`config.mk`:
```
export PLATFORM = sky130hd
export DESIGN_NAME = keyed_integer_list_parser
export DESIGN_NICKNAME = d
export VERILOG_FILES = /design/src/sv/kilp_pkg.sv /design/src/sv/keyed_integer_list_parser.sv
export SDC_FILE = /design/constraint.sdc
export NUM_CORES = 1
export LEC_CHECK = 0
export ABC_CLOCK_PERIOD_IN_PS = 7000
export CORE_MARGIN = 2
export CORE_UTILIZATION = 60
export CTS_CLUSTER_DIAMETER = 120
export DETAILED_ROUTE_END_ITERATION = 8
export DONT_BUFFER_PORTS = 1
export GPL_ROUTABILITY_DRIVEN = 0
export GPL_TIMING_DRIVEN = 0
export PLACE_DENSITY = 0.74
export SYNTH_ARGS = -nofsm -noshare
export SYNTH_HDL_FRONTEND = slang
export SYNTH_SLANG_ARGS = --single-unit
```
`constraint.sdc`:
```
create_clock -name clk -period 7 [get_ports clk]
set_clock_uncertainty 0.1 [all_clocks]
set_input_delay 0.7 -clock clk [delete_from_list [all_inputs] [get_ports clk]]
set_output_delay 0.7 -clock clk [all_outputs]
set_load 0.1 [all_outputs]
```
`src/sv/kilp_pkg.sv`:
```
// types, constants and helper functions for the keyed integer list parser
// no dependencies
package kilp_pkg;

    typedef enum logic [10:0] {
        PH_BRACE   = 11'b000_0000_0001,
        PH_QUOTE   = 11'b000_0000_0010,
        PH_KEY     = 11'b000_0000_0100,
        PH_COLON   = 11'b000_0000_1000,
        PH_BRACKET = 11'b000_0001_0000,
        PH_ELEM    = 11'b000_0010_0000,
        PH_SIGN    = 11'b000_0100_0000,
        PH_DIGITS  = 11'b000_1000_0000,
        PH_TAIL    = 11'b001_0000_0000,
        PH_AFTER   = 11'b010_0000_0000,
        PH_DONE    = 11'b100_0000_0000
    } phase_t;

    localparam logic [1:0] ST_VALUE = 2'd0;
    localparam logic [1:0] ST_END   = 2'd1;
    localparam logic [1:0] ST_KEY   = 2'd2;
    localparam logic [1:0] ST_ERROR = 2'd3;

    localparam logic [7:0] CH_SPACE  = 8'h20;
    localparam logic [7:0] CH_QUOTE  = 8'h22;
    localparam logic [7:0] CH_PLUS   = 8'h2B;
    localparam logic [7:0] CH_COMMA  = 8'h2C;
    localparam logic [7:0] CH_MINUS  = 8'h2D;
    localparam logic [7:0] CH_DOT    = 8'h2E;
    localparam logic [7:0] CH_ZERO   = 8'h30;
    localparam logic [7:0] CH_NINE   = 8'h39;
    localparam logic [7:0] CH_COLON  = 8'h3A;
    localparam logic [7:0] CH_LBRACK = 8'h5B;
    localparam logic [7:0] CH_RBRACK = 8'h5D;
    localparam logic [7:0] CH_E      = 8'h65;
    localparam logic [7:0] CH_LBRACE = 8'h7B;

    localparam logic [2:0] KEY_LEN = 3'd4;
    localparam logic [2:0] KEY_POS_MAX = 3'd7;

    // expected key letters
    function automatic logic [7:0] want_key(input logic [1:0] pos);
        logic [7:0] ch;
        unique case (pos)
            2'd0:    ch = 8'h44;
            2'd1:    ch = 8'h41;
            2'd2:    ch = 8'h54;
            default: ch = 8'h41;
        endcase
        return ch;
    endfunction

    // times ten plus digit, saturating at 2^31
    function automatic logic [31:0] add_digit(input logic [31:0] acc, input logic [3:0] d);
        logic [35:0] sum;
        sum = ({4'd0, acc} << 3) + ({4'd0, acc} << 1) + {32'd0, d};
        return (sum > 36'h0_8000_0000) ? 32'h8000_0000 : sum[31:0];
    endfunction

    // signed saturation, zero low half replaced by one
    function automatic logic [31:0] finished_value(input logic [31:0] acc, input logic neg);
        logic [31:0] v;
        if (neg)
        begin
            v = (acc >= 32'h8000_0000) ? 32'h8000_0000 : (32'd0 - acc);
        end
        else
        begin
            v = (acc >= 32'h7FFF_FFFF) ? 32'h7FFF_FFFF : acc;
        end
        if (v[15:0] == 16'd0)
        begin
            v = 32'd1;
        end
        return v;
    endfunction

endpackage

```
`src/sv/keyed_integer_list_parser.sv`:
```
// keyed integer list parser: byte stream in, parsed integers and end, key-error and error codes out
// depends on kilp_pkg
// an accepted word goes through the input register, then the result register, to the master side
// throughput: one word per cycle while the master side does not stall; the parse step
// between the input register and the result register is combinational
// reset: rst_n asynchronous active low, clears both registers' valid flags and
// returns the parser to waiting for the opening brace
module keyed_integer_list_parser
    import kilp_pkg::*;
(
    input  logic        clk,
    input  logic        rst_n,
    input  logic        s_tvalid,
    output logic        s_tready,
    input  logic [7:0]  s_tdata,   // char_byte
    input  logic        s_tuser,   // kind
    output logic        m_tvalid,
    input  logic        m_tready,
    output logic [31:0] m_tdata,   // value
    output logic [1:0]  m_tuser,   // status
    output logic        m_tlast    // last
);

    logic        in_valid_reg;
    logic        in_kind_reg;
    logic [7:0]  in_char_reg;

    logic        out_valid_reg;
    logic [1:0]  out_status_reg;
    logic [31:0] out_value_reg;
    logic        out_last_reg;

    phase_t      phase_reg, phase_next;
    logic [31:0] acc_reg, acc_next;
    logic        neg_reg, neg_next;
    logic        seen_reg, seen_next;
    logic [2:0]  key_pos_reg, key_pos_next;
    logic        key_bad_reg, key_bad_next;

    logic        res_valid;
    logic [1:0]  res_status;
    logic [31:0] res_value;
    logic        res_last;

    logic        advance;
    logic        out_free;
    logic [7:0]  c;
    logic        is_digit;
    logic        is_space;
    logic [3:0]  digit;
    logic [31:0] acc_digit;
    logic [31:0] fin_value;

    assign out_free = !out_valid_reg || m_tready;
    assign advance  = in_valid_reg && out_free;
    assign s_tready = !in_valid_reg || out_free;

    assign c         = in_char_reg;
    assign is_digit  = (c >= CH_ZERO) && (c <= CH_NINE);
    assign is_space  = (c == CH_SPACE);
    assign digit     = 4'(c - CH_ZERO);
    assign acc_digit = add_digit(acc_reg, digit);
    assign fin_value = finished_value(acc_reg, neg_reg);

    always_comb
    begin
        phase_next   = phase_reg;
        acc_next     = acc_reg;
        neg_next     = neg_reg;
        seen_next    = seen_reg;
        key_pos_next = key_pos_reg;
        key_bad_next = key_bad_reg;
        res_valid    = 1'b0;
        res_status   = ST_ERROR;
        res_value    = 32'd0;
        res_last     = 1'b1;
        if (in_kind_reg)
        begin
            phase_next   = PH_BRACE;
            acc_next     = 32'd0;
            neg_next     = 1'b0;
            seen_next    = 1'b0;
            key_pos_next = 3'd0;
            key_bad_next = 1'b0;
        end
        else
        begin
            unique case (phase_reg)
                PH_BRACE:
                begin
                    if (c == CH_LBRACE)
                        phase_next = PH_QUOTE;
                    else if (!is_space)
                        res_valid = 1'b1;
                end
                PH_QUOTE:
                begin
                    if (c == CH_QUOTE)
                    begin
                        key_pos_next = 3'd0;
                        key_bad_next = 1'b0;
                        phase_next   = PH_KEY;
                    end
                    else if (!is_space)
                        res_valid = 1'b1;
                end
                PH_KEY:
                begin
                    if (c == CH_QUOTE)
                    begin
                        if (key_bad_reg || key_pos_reg != KEY_LEN)
                        begin
                            res_valid  = 1'b1;
                            res_status = ST_KEY;
                        end
                        else
                            phase_next = PH_COLON;
                    end
                    else
                    begin
                        if (key_pos_reg >= KEY_LEN || c != want_key(key_pos_reg[1:0]))
                            key_bad_next = 1'b1;
                        if (key_pos_reg < KEY_POS_MAX)
                            key_pos_next = key_pos_reg + 3'd1;
                    end
                end
                PH_COLON:
                begin
                    if (c == CH_COLON)
                        phase_next = PH_BRACKET;
                    else if (!is_space)
                        res_valid = 1'b1;
                end
                PH_BRACKET:
                begin
                    if (c == CH_LBRACK)
                        phase_next = PH_ELEM;
                    else if (!is_space)
                        res_valid = 1'b1;
                end
                PH_ELEM:
                begin
                    if (!is_space)
                    begin
                        acc_next  = 32'd0;
                        neg_next  = 1'b0;
                        seen_next = 1'b0;
                        if (c == CH_MINUS || c == CH_PLUS)
                        begin
                            neg_next   = (c == CH_MINUS);
                            phase_next = PH_SIGN;
                        end
                        else if (is_digit)
                        begin
                            acc_next   = add_digit(32'd0, digit);
                            seen_next  = 1'b1;
                            phase_next = PH_DIGITS;
                        end
                        else if (c == CH_RBRACK)
                        begin
                            res_valid  = 1'b1;
                            res_status = ST_END;
                        end
                        else
                            res_valid = 1'b1;
                    end
                end
                PH_SIGN:
                begin
                    if (is_digit)
                    begin
                        acc_next   = acc_digit;
                        seen_next  = 1'b1;
                        phase_next = PH_DIGITS;
                    end
                    else
                        res_valid = 1'b1;
                end
                PH_DIGITS:
                begin
                    res_valid = 1'b1;
                    if (is_digit)
                    begin
                        acc_next  = acc_digit;
                        seen_next = 1'b1;
                        res_valid = 1'b0;
                    end
                    else if (c == CH_RBRACK)
                    begin
                        res_status = ST_VALUE;
                        res_value  = fin_value;
                    end
                    else if (c == CH_DOT || c == CH_E || c == CH_MINUS || is_space
                             || c == CH_COMMA)
                    begin
                        res_status = ST_VALUE;
                        res_value  = fin_value;
                        res_last   = 1'b0;
                        if (is_space)
                            phase_next = PH_AFTER;
                        else if (c == CH_COMMA)
                            phase_next = PH_ELEM;
                        else
                            phase_next = PH_TAIL;
                    end
                end
                PH_TAIL:
                begin
                    if (is_space)
                        phase_next = PH_AFTER;
                    else if (c == CH_COMMA)
                        phase_next = PH_ELEM;
                    else if (c == CH_RBRACK)
                    begin
                        res_valid  = 1'b1;
                        res_status = ST_END;
                    end
                    else if (!(is_digit || c == CH_DOT || c == CH_E || c == CH_MINUS))
                        res_valid = 1'b1;
                end
                PH_AFTER:
                begin
                    if (c == CH_COMMA)
                        phase_next = PH_ELEM;
                    else if (c == CH_RBRACK)
                    begin
                        res_valid  = 1'b1;
                        res_status = ST_END;
                    end
                    else if (!is_space)
                        res_valid = 1'b1;
                end
                PH_DONE:
                begin
                    phase_next = PH_DONE;
                end
                default:
                begin
                    phase_next = PH_DONE;
                end
            endcase
            if (res_valid && res_last)
                phase_next = PH_DONE;
        end
    end

    always_ff @(posedge clk or negedge rst_n)
    begin
        if (!rst_n)
        begin
            in_valid_reg  <= 1'b0;
            out_valid_reg <= 1'b0;
            phase_reg     <= PH_BRACE;
            acc_reg       <= 32'd0;
            neg_reg       <= 1'b0;
            seen_reg      <= 1'b0;
            key_pos_reg   <= 3'd0;
            key_bad_reg   <= 1'b0;
        end
        else
        begin
            if (s_tready)
                in_valid_reg <= s_tvalid;
            if (advance)
            begin
                phase_reg   <= phase_next;
                acc_reg     <= acc_next;
                neg_reg     <= neg_next;
                seen_reg    <= seen_next;
                key_pos_reg <= key_pos_next;
                key_bad_reg <= key_bad_next;
            end
            if (out_free)
                out_valid_reg <= advance && res_valid;
        end
    end

    // payload registers
    always_ff @(posedge clk)
    begin
        if (s_tready && s_tvalid)
        begin
            in_kind_reg <= s_tuser;
            in_char_reg <= s_tdata;
        end
        if (advance && res_valid)
        begin
            out_status_reg <= res_status;
            out_value_reg  <= res_value;
            out_last_reg   <= res_last;
        end
    end

    assign m_tvalid = out_valid_reg;
    assign m_tdata  = out_value_reg;
    assign m_tuser  = out_status_reg;
    assign m_tlast  = out_last_reg;

    // finishing result parks the parser
    a_last_parks: assert property (@(posedge clk) disable iff (!rst_n)
        advance && res_valid && res_last |=> phase_reg == PH_DONE)
        else $error("parser not parked after finishing result");

    // finished parser stays silent
    a_done_silent: assert property (@(posedge clk) disable iff (!rst_n)
        advance && phase_reg == PH_DONE |-> !res_valid)
        else $error("result produced after document end");

    // only value results carry data
    a_value_zero: assert property (@(posedge clk) disable iff (!rst_n)
        m_tvalid && m_tuser != ST_VALUE |-> m_tdata == 32'd0)
        else $error("non-value result carries data");

    // value results never have a zero low half
    a_low_half: assert property (@(posedge clk) disable iff (!rst_n)
        m_tvalid && m_tuser == ST_VALUE |-> m_tdata[15:0] != 16'd0)
        else $error("value result with zero low half");

    // a digit sequence always has a digit behind it
    a_digits_seen: assert property (@(posedge clk) disable iff (!rst_n)
        phase_reg == PH_DIGITS || phase_reg == PH_TAIL |-> seen_reg)
        else $error("digit phase without a digit");

endmodule
```
==> results.txt <==
status - finished clean
Worst Path Max Fanout - 10
Critical Path RT - 7.18 ns
Max Cap Viol - 0
effective utilization at floorplan - 62.00%
RSZ-0062 raised after global routing - false
switching power - 0.3327 mW
Primary FF master, synth - dfrtp_1
WL final - 22.35 mm
Die Y - 121.4 um
Placed Cells - 1163
layout cells sized above 1 - 8.665%
ys async rst share - 53.19%
total die area - 14750 um2
Fin Hold WS - 0.08254 ns
clk_lat worst skew - 0.36 ns
Pins Over Slew Limit - 0
vias in the first global route - 7241
Finished Core Util - 66.55%
CP max stage delay - 0.61 ns
# diodes - 0
setup_tns - 0 ns
WP depth - 12
final period utilization - 65.21%
Worst path top cell family by delay - compound AO/OA/AOI/OAI gates
Power, Total - 1.287 mW
crit path setup slack, layout - 2.435 ns
Worst Setup Path Type - register to register
Synth top cells by count - 105 x nand2_1, 90 x nor2_1, 77 x a21oi_1
Period minus WS final - 4.565 ns
post-place setup slack - 2.537 ns
H-tree levels - 3
Max stage delay cell, worst path - dfrtp_1
Reg power frac - 48.6%
cells along the critical path - fa_1 -> fa_1 -> a211oi_1 -> o211ai_1 -> and3_1 -> or2_1 -> a31oi_1 -> xnor2_1 -> nor4_1 -> a41oi_2 -> buf_6 -> o21ai_2
Slew @ Worst Pin - 1.183 ns
Final HPWL DP - 16.89 mm
Congestion Overflow GR - 0
fmax - 0.2191 GHz
internal power - 0.9539 mW
Total GRT Usage - 31.36%
crit start category - register
CTS Root Cell - clkbuf_16
Final Net Count - 1082
Post-DP Area - 8532 um2
top-count cell post-synth - nand2_1
post-synthesis register bit count - 94
Setup crit end kind - register
DRC Markers - 0
# rows - 42
area leader, netlist - edfxtp_1
Max VDD drop - 0.1601 mV
Leak Pwr - 3.664 nW
filler instances - 1168
CTS resizes - 0
first-pass GRT wire length - 36.82 mm
ANT nets after route - 0
CTS max path bufs - 2
Fin. Hold Viols - 0
CORE AREA - 13350 um2
part of the power in the clock network - 41.9%
Final Cell Area - 8884 um2
die width - 121.4 um
post-synthesis sequential area ratio - 31.10%
Post-synth EDFFs - 44
First-pass DRT Iterations - 6
Syn Inst Count - 983
Net Sw Frac - 25.86%
Hold Path Class - input port to async pin
quantity of I/O buffers inserted on ports - 0
most frequent CP cell - fa_1
post-synth top area share - 15.97%
Avg Inst Size Synth - 8.419 um2
CTS tree - yes
final non-filler cell total - 1180
Final setup viols - 0
largest net degree at the start of global routing - 50
ranking of synthesized cells by area - edfxtp_1 16%, dfrtp_1 15%, ha_1 10%, nand2_1 4.8%, a21oi_1 4.7%
clk sinks - 94
via count - 7858
vias per cell - 6.659
YS warnings - 0
postcts setup bufs - 0
Synth-to-Final Area Change - 7.348%
WP data arrival - 4.75 ns
syn_nets - 1066
Num CTS Buffers - 9
Power Density - 144.8 nW/um2
R2R depth - 12
CP bufs+invs - 1
Logic pwr share - 9.5%
Iter 0 DRT Violations - 981
antenna violations before repair - 0
drt wl/cell - 18.94 um
relative slew slack - 20.43%
library cells used by synthesis - 91
Reg clk slew, reported paths - 0.06 ns
Cell Area, Synth - 8275 um2
# IOs - 50
==> worst reg2reg max path, cell delays in order (launching register included) <==
cell and delay [ns]:
dfrtp_1 0.61, fa_1 0.55, fa_1 0.50, a211oi_1 0.36, o211ai_1 0.24, and3_1 0.28, or2_1 0.24, a31oi_1 0.33
xnor2_1 0.17, nor4_1 0.35, a41oi_2 0.35, buf_6 0.27, o21ai_2 0.14
==> logic make-up after synthesis <==
family / count (synthesis) / synth area share, %
xor+xnor: 25 / 2.646
flops: 94 / 31.10
buf+inv: 73 / 3.780
simple gates: 403 / 25.37
compound gates: 305 / 24.75
fa+ha+maj: 70 / 10.77
mux: 13 / 1.588
==> timing repair <==
action | CTS | global route
endpoints found under the setup margin | 0 | 0
hold buffers | 1 | 0
endpoints found under the hold margin | 49 | 0
==> final cells by class <==
cell class / instances / area (um2) / share of cell area, %
inverters: 20 / 75.07 / 0.8451
clock inverters: 5 / 81.33 / 0.9155
repair buffers: 5 / 57.56 / 0.6479
multi-input cells: 816 / 5395 / 60.73
well taps: 176 / 220.2 / 2.479
plain buffers: 53 / 237.7 / 2.676
clock buffers: 11 / 242.7 / 2.732
flip-flops and latches: 94 / 2574 / 28.97
==> metal layers <==
layer  global-route usage [%]  routed length (um)
met4                    9.411                 425
met2                    46.42                9677
met3                    5.639                1822
met1                    46.64               10430
met5                        0                   0
==> final timing paths <==
kind                                   from      endpoint  slack [ns]
worst max-delay path             acc_reg[0]   acc_reg[10]        2.44
worst min-delay path                  rst_n  phase_reg[0]        0.08
worst max register to register   acc_reg[0]   acc_reg[10]        2.44
worst min register to register  key_bad_reg   key_bad_reg        0.44
max in group asynchronous             rst_n   acc_reg[21]        6.47
min in group clk                 s_tdata[0]          c[0]        0.34
==> placed cells by master (no fill, tap or decap), drive strengths merged, types with 6 or more instances in the layout <==
cell type / netlist / layout
a31oi: 11 / 11
nor2b: 8 / 8
nand2b: 20 / 20
o21ai: 92 / 92
nand2: 105 / 105
nor4: 18 / 18
o21a: 10 / 10
a311oi: 7 / 7
mux2i: 12 / 12
ha: 68 / 68
xor2: 6 / 6
o22a: 6 / 6
nor2: 90 / 90
or3: 11 / 11
nor3: 36 / 36
o211ai: 9 / 9
edfxtp: 44 / 44
dfrtp: 49 / 49
nand3: 23 / 23
a31o: 6 / 6
nand4: 26 / 26
o22ai: 10 / 10
a21o: 10 / 10
inv: 20 / 21
nand3b: 8 / 8
xnor2: 19 / 19
and2: 13 / 13
buf: 16 / 21
a21oi: 78 / 78
clkbuf: 37 / 48
and3: 11 / 11
a211oi: 14 / 14
==> power groups by stage <==
stage	Sequential, mW	Clock, mW	Combinational [mW]
after floorplan	0.634	0	0.0859
after global placement	0.637	0	0.108
after detailed placement	0.636	0	0.112
after CTS	0.625	0.543	0.121
after global routing	0.626	0.564	0.136
final	0.625	0.539	0.123
No activity file was read; power rests on OpenSTA's default activity.
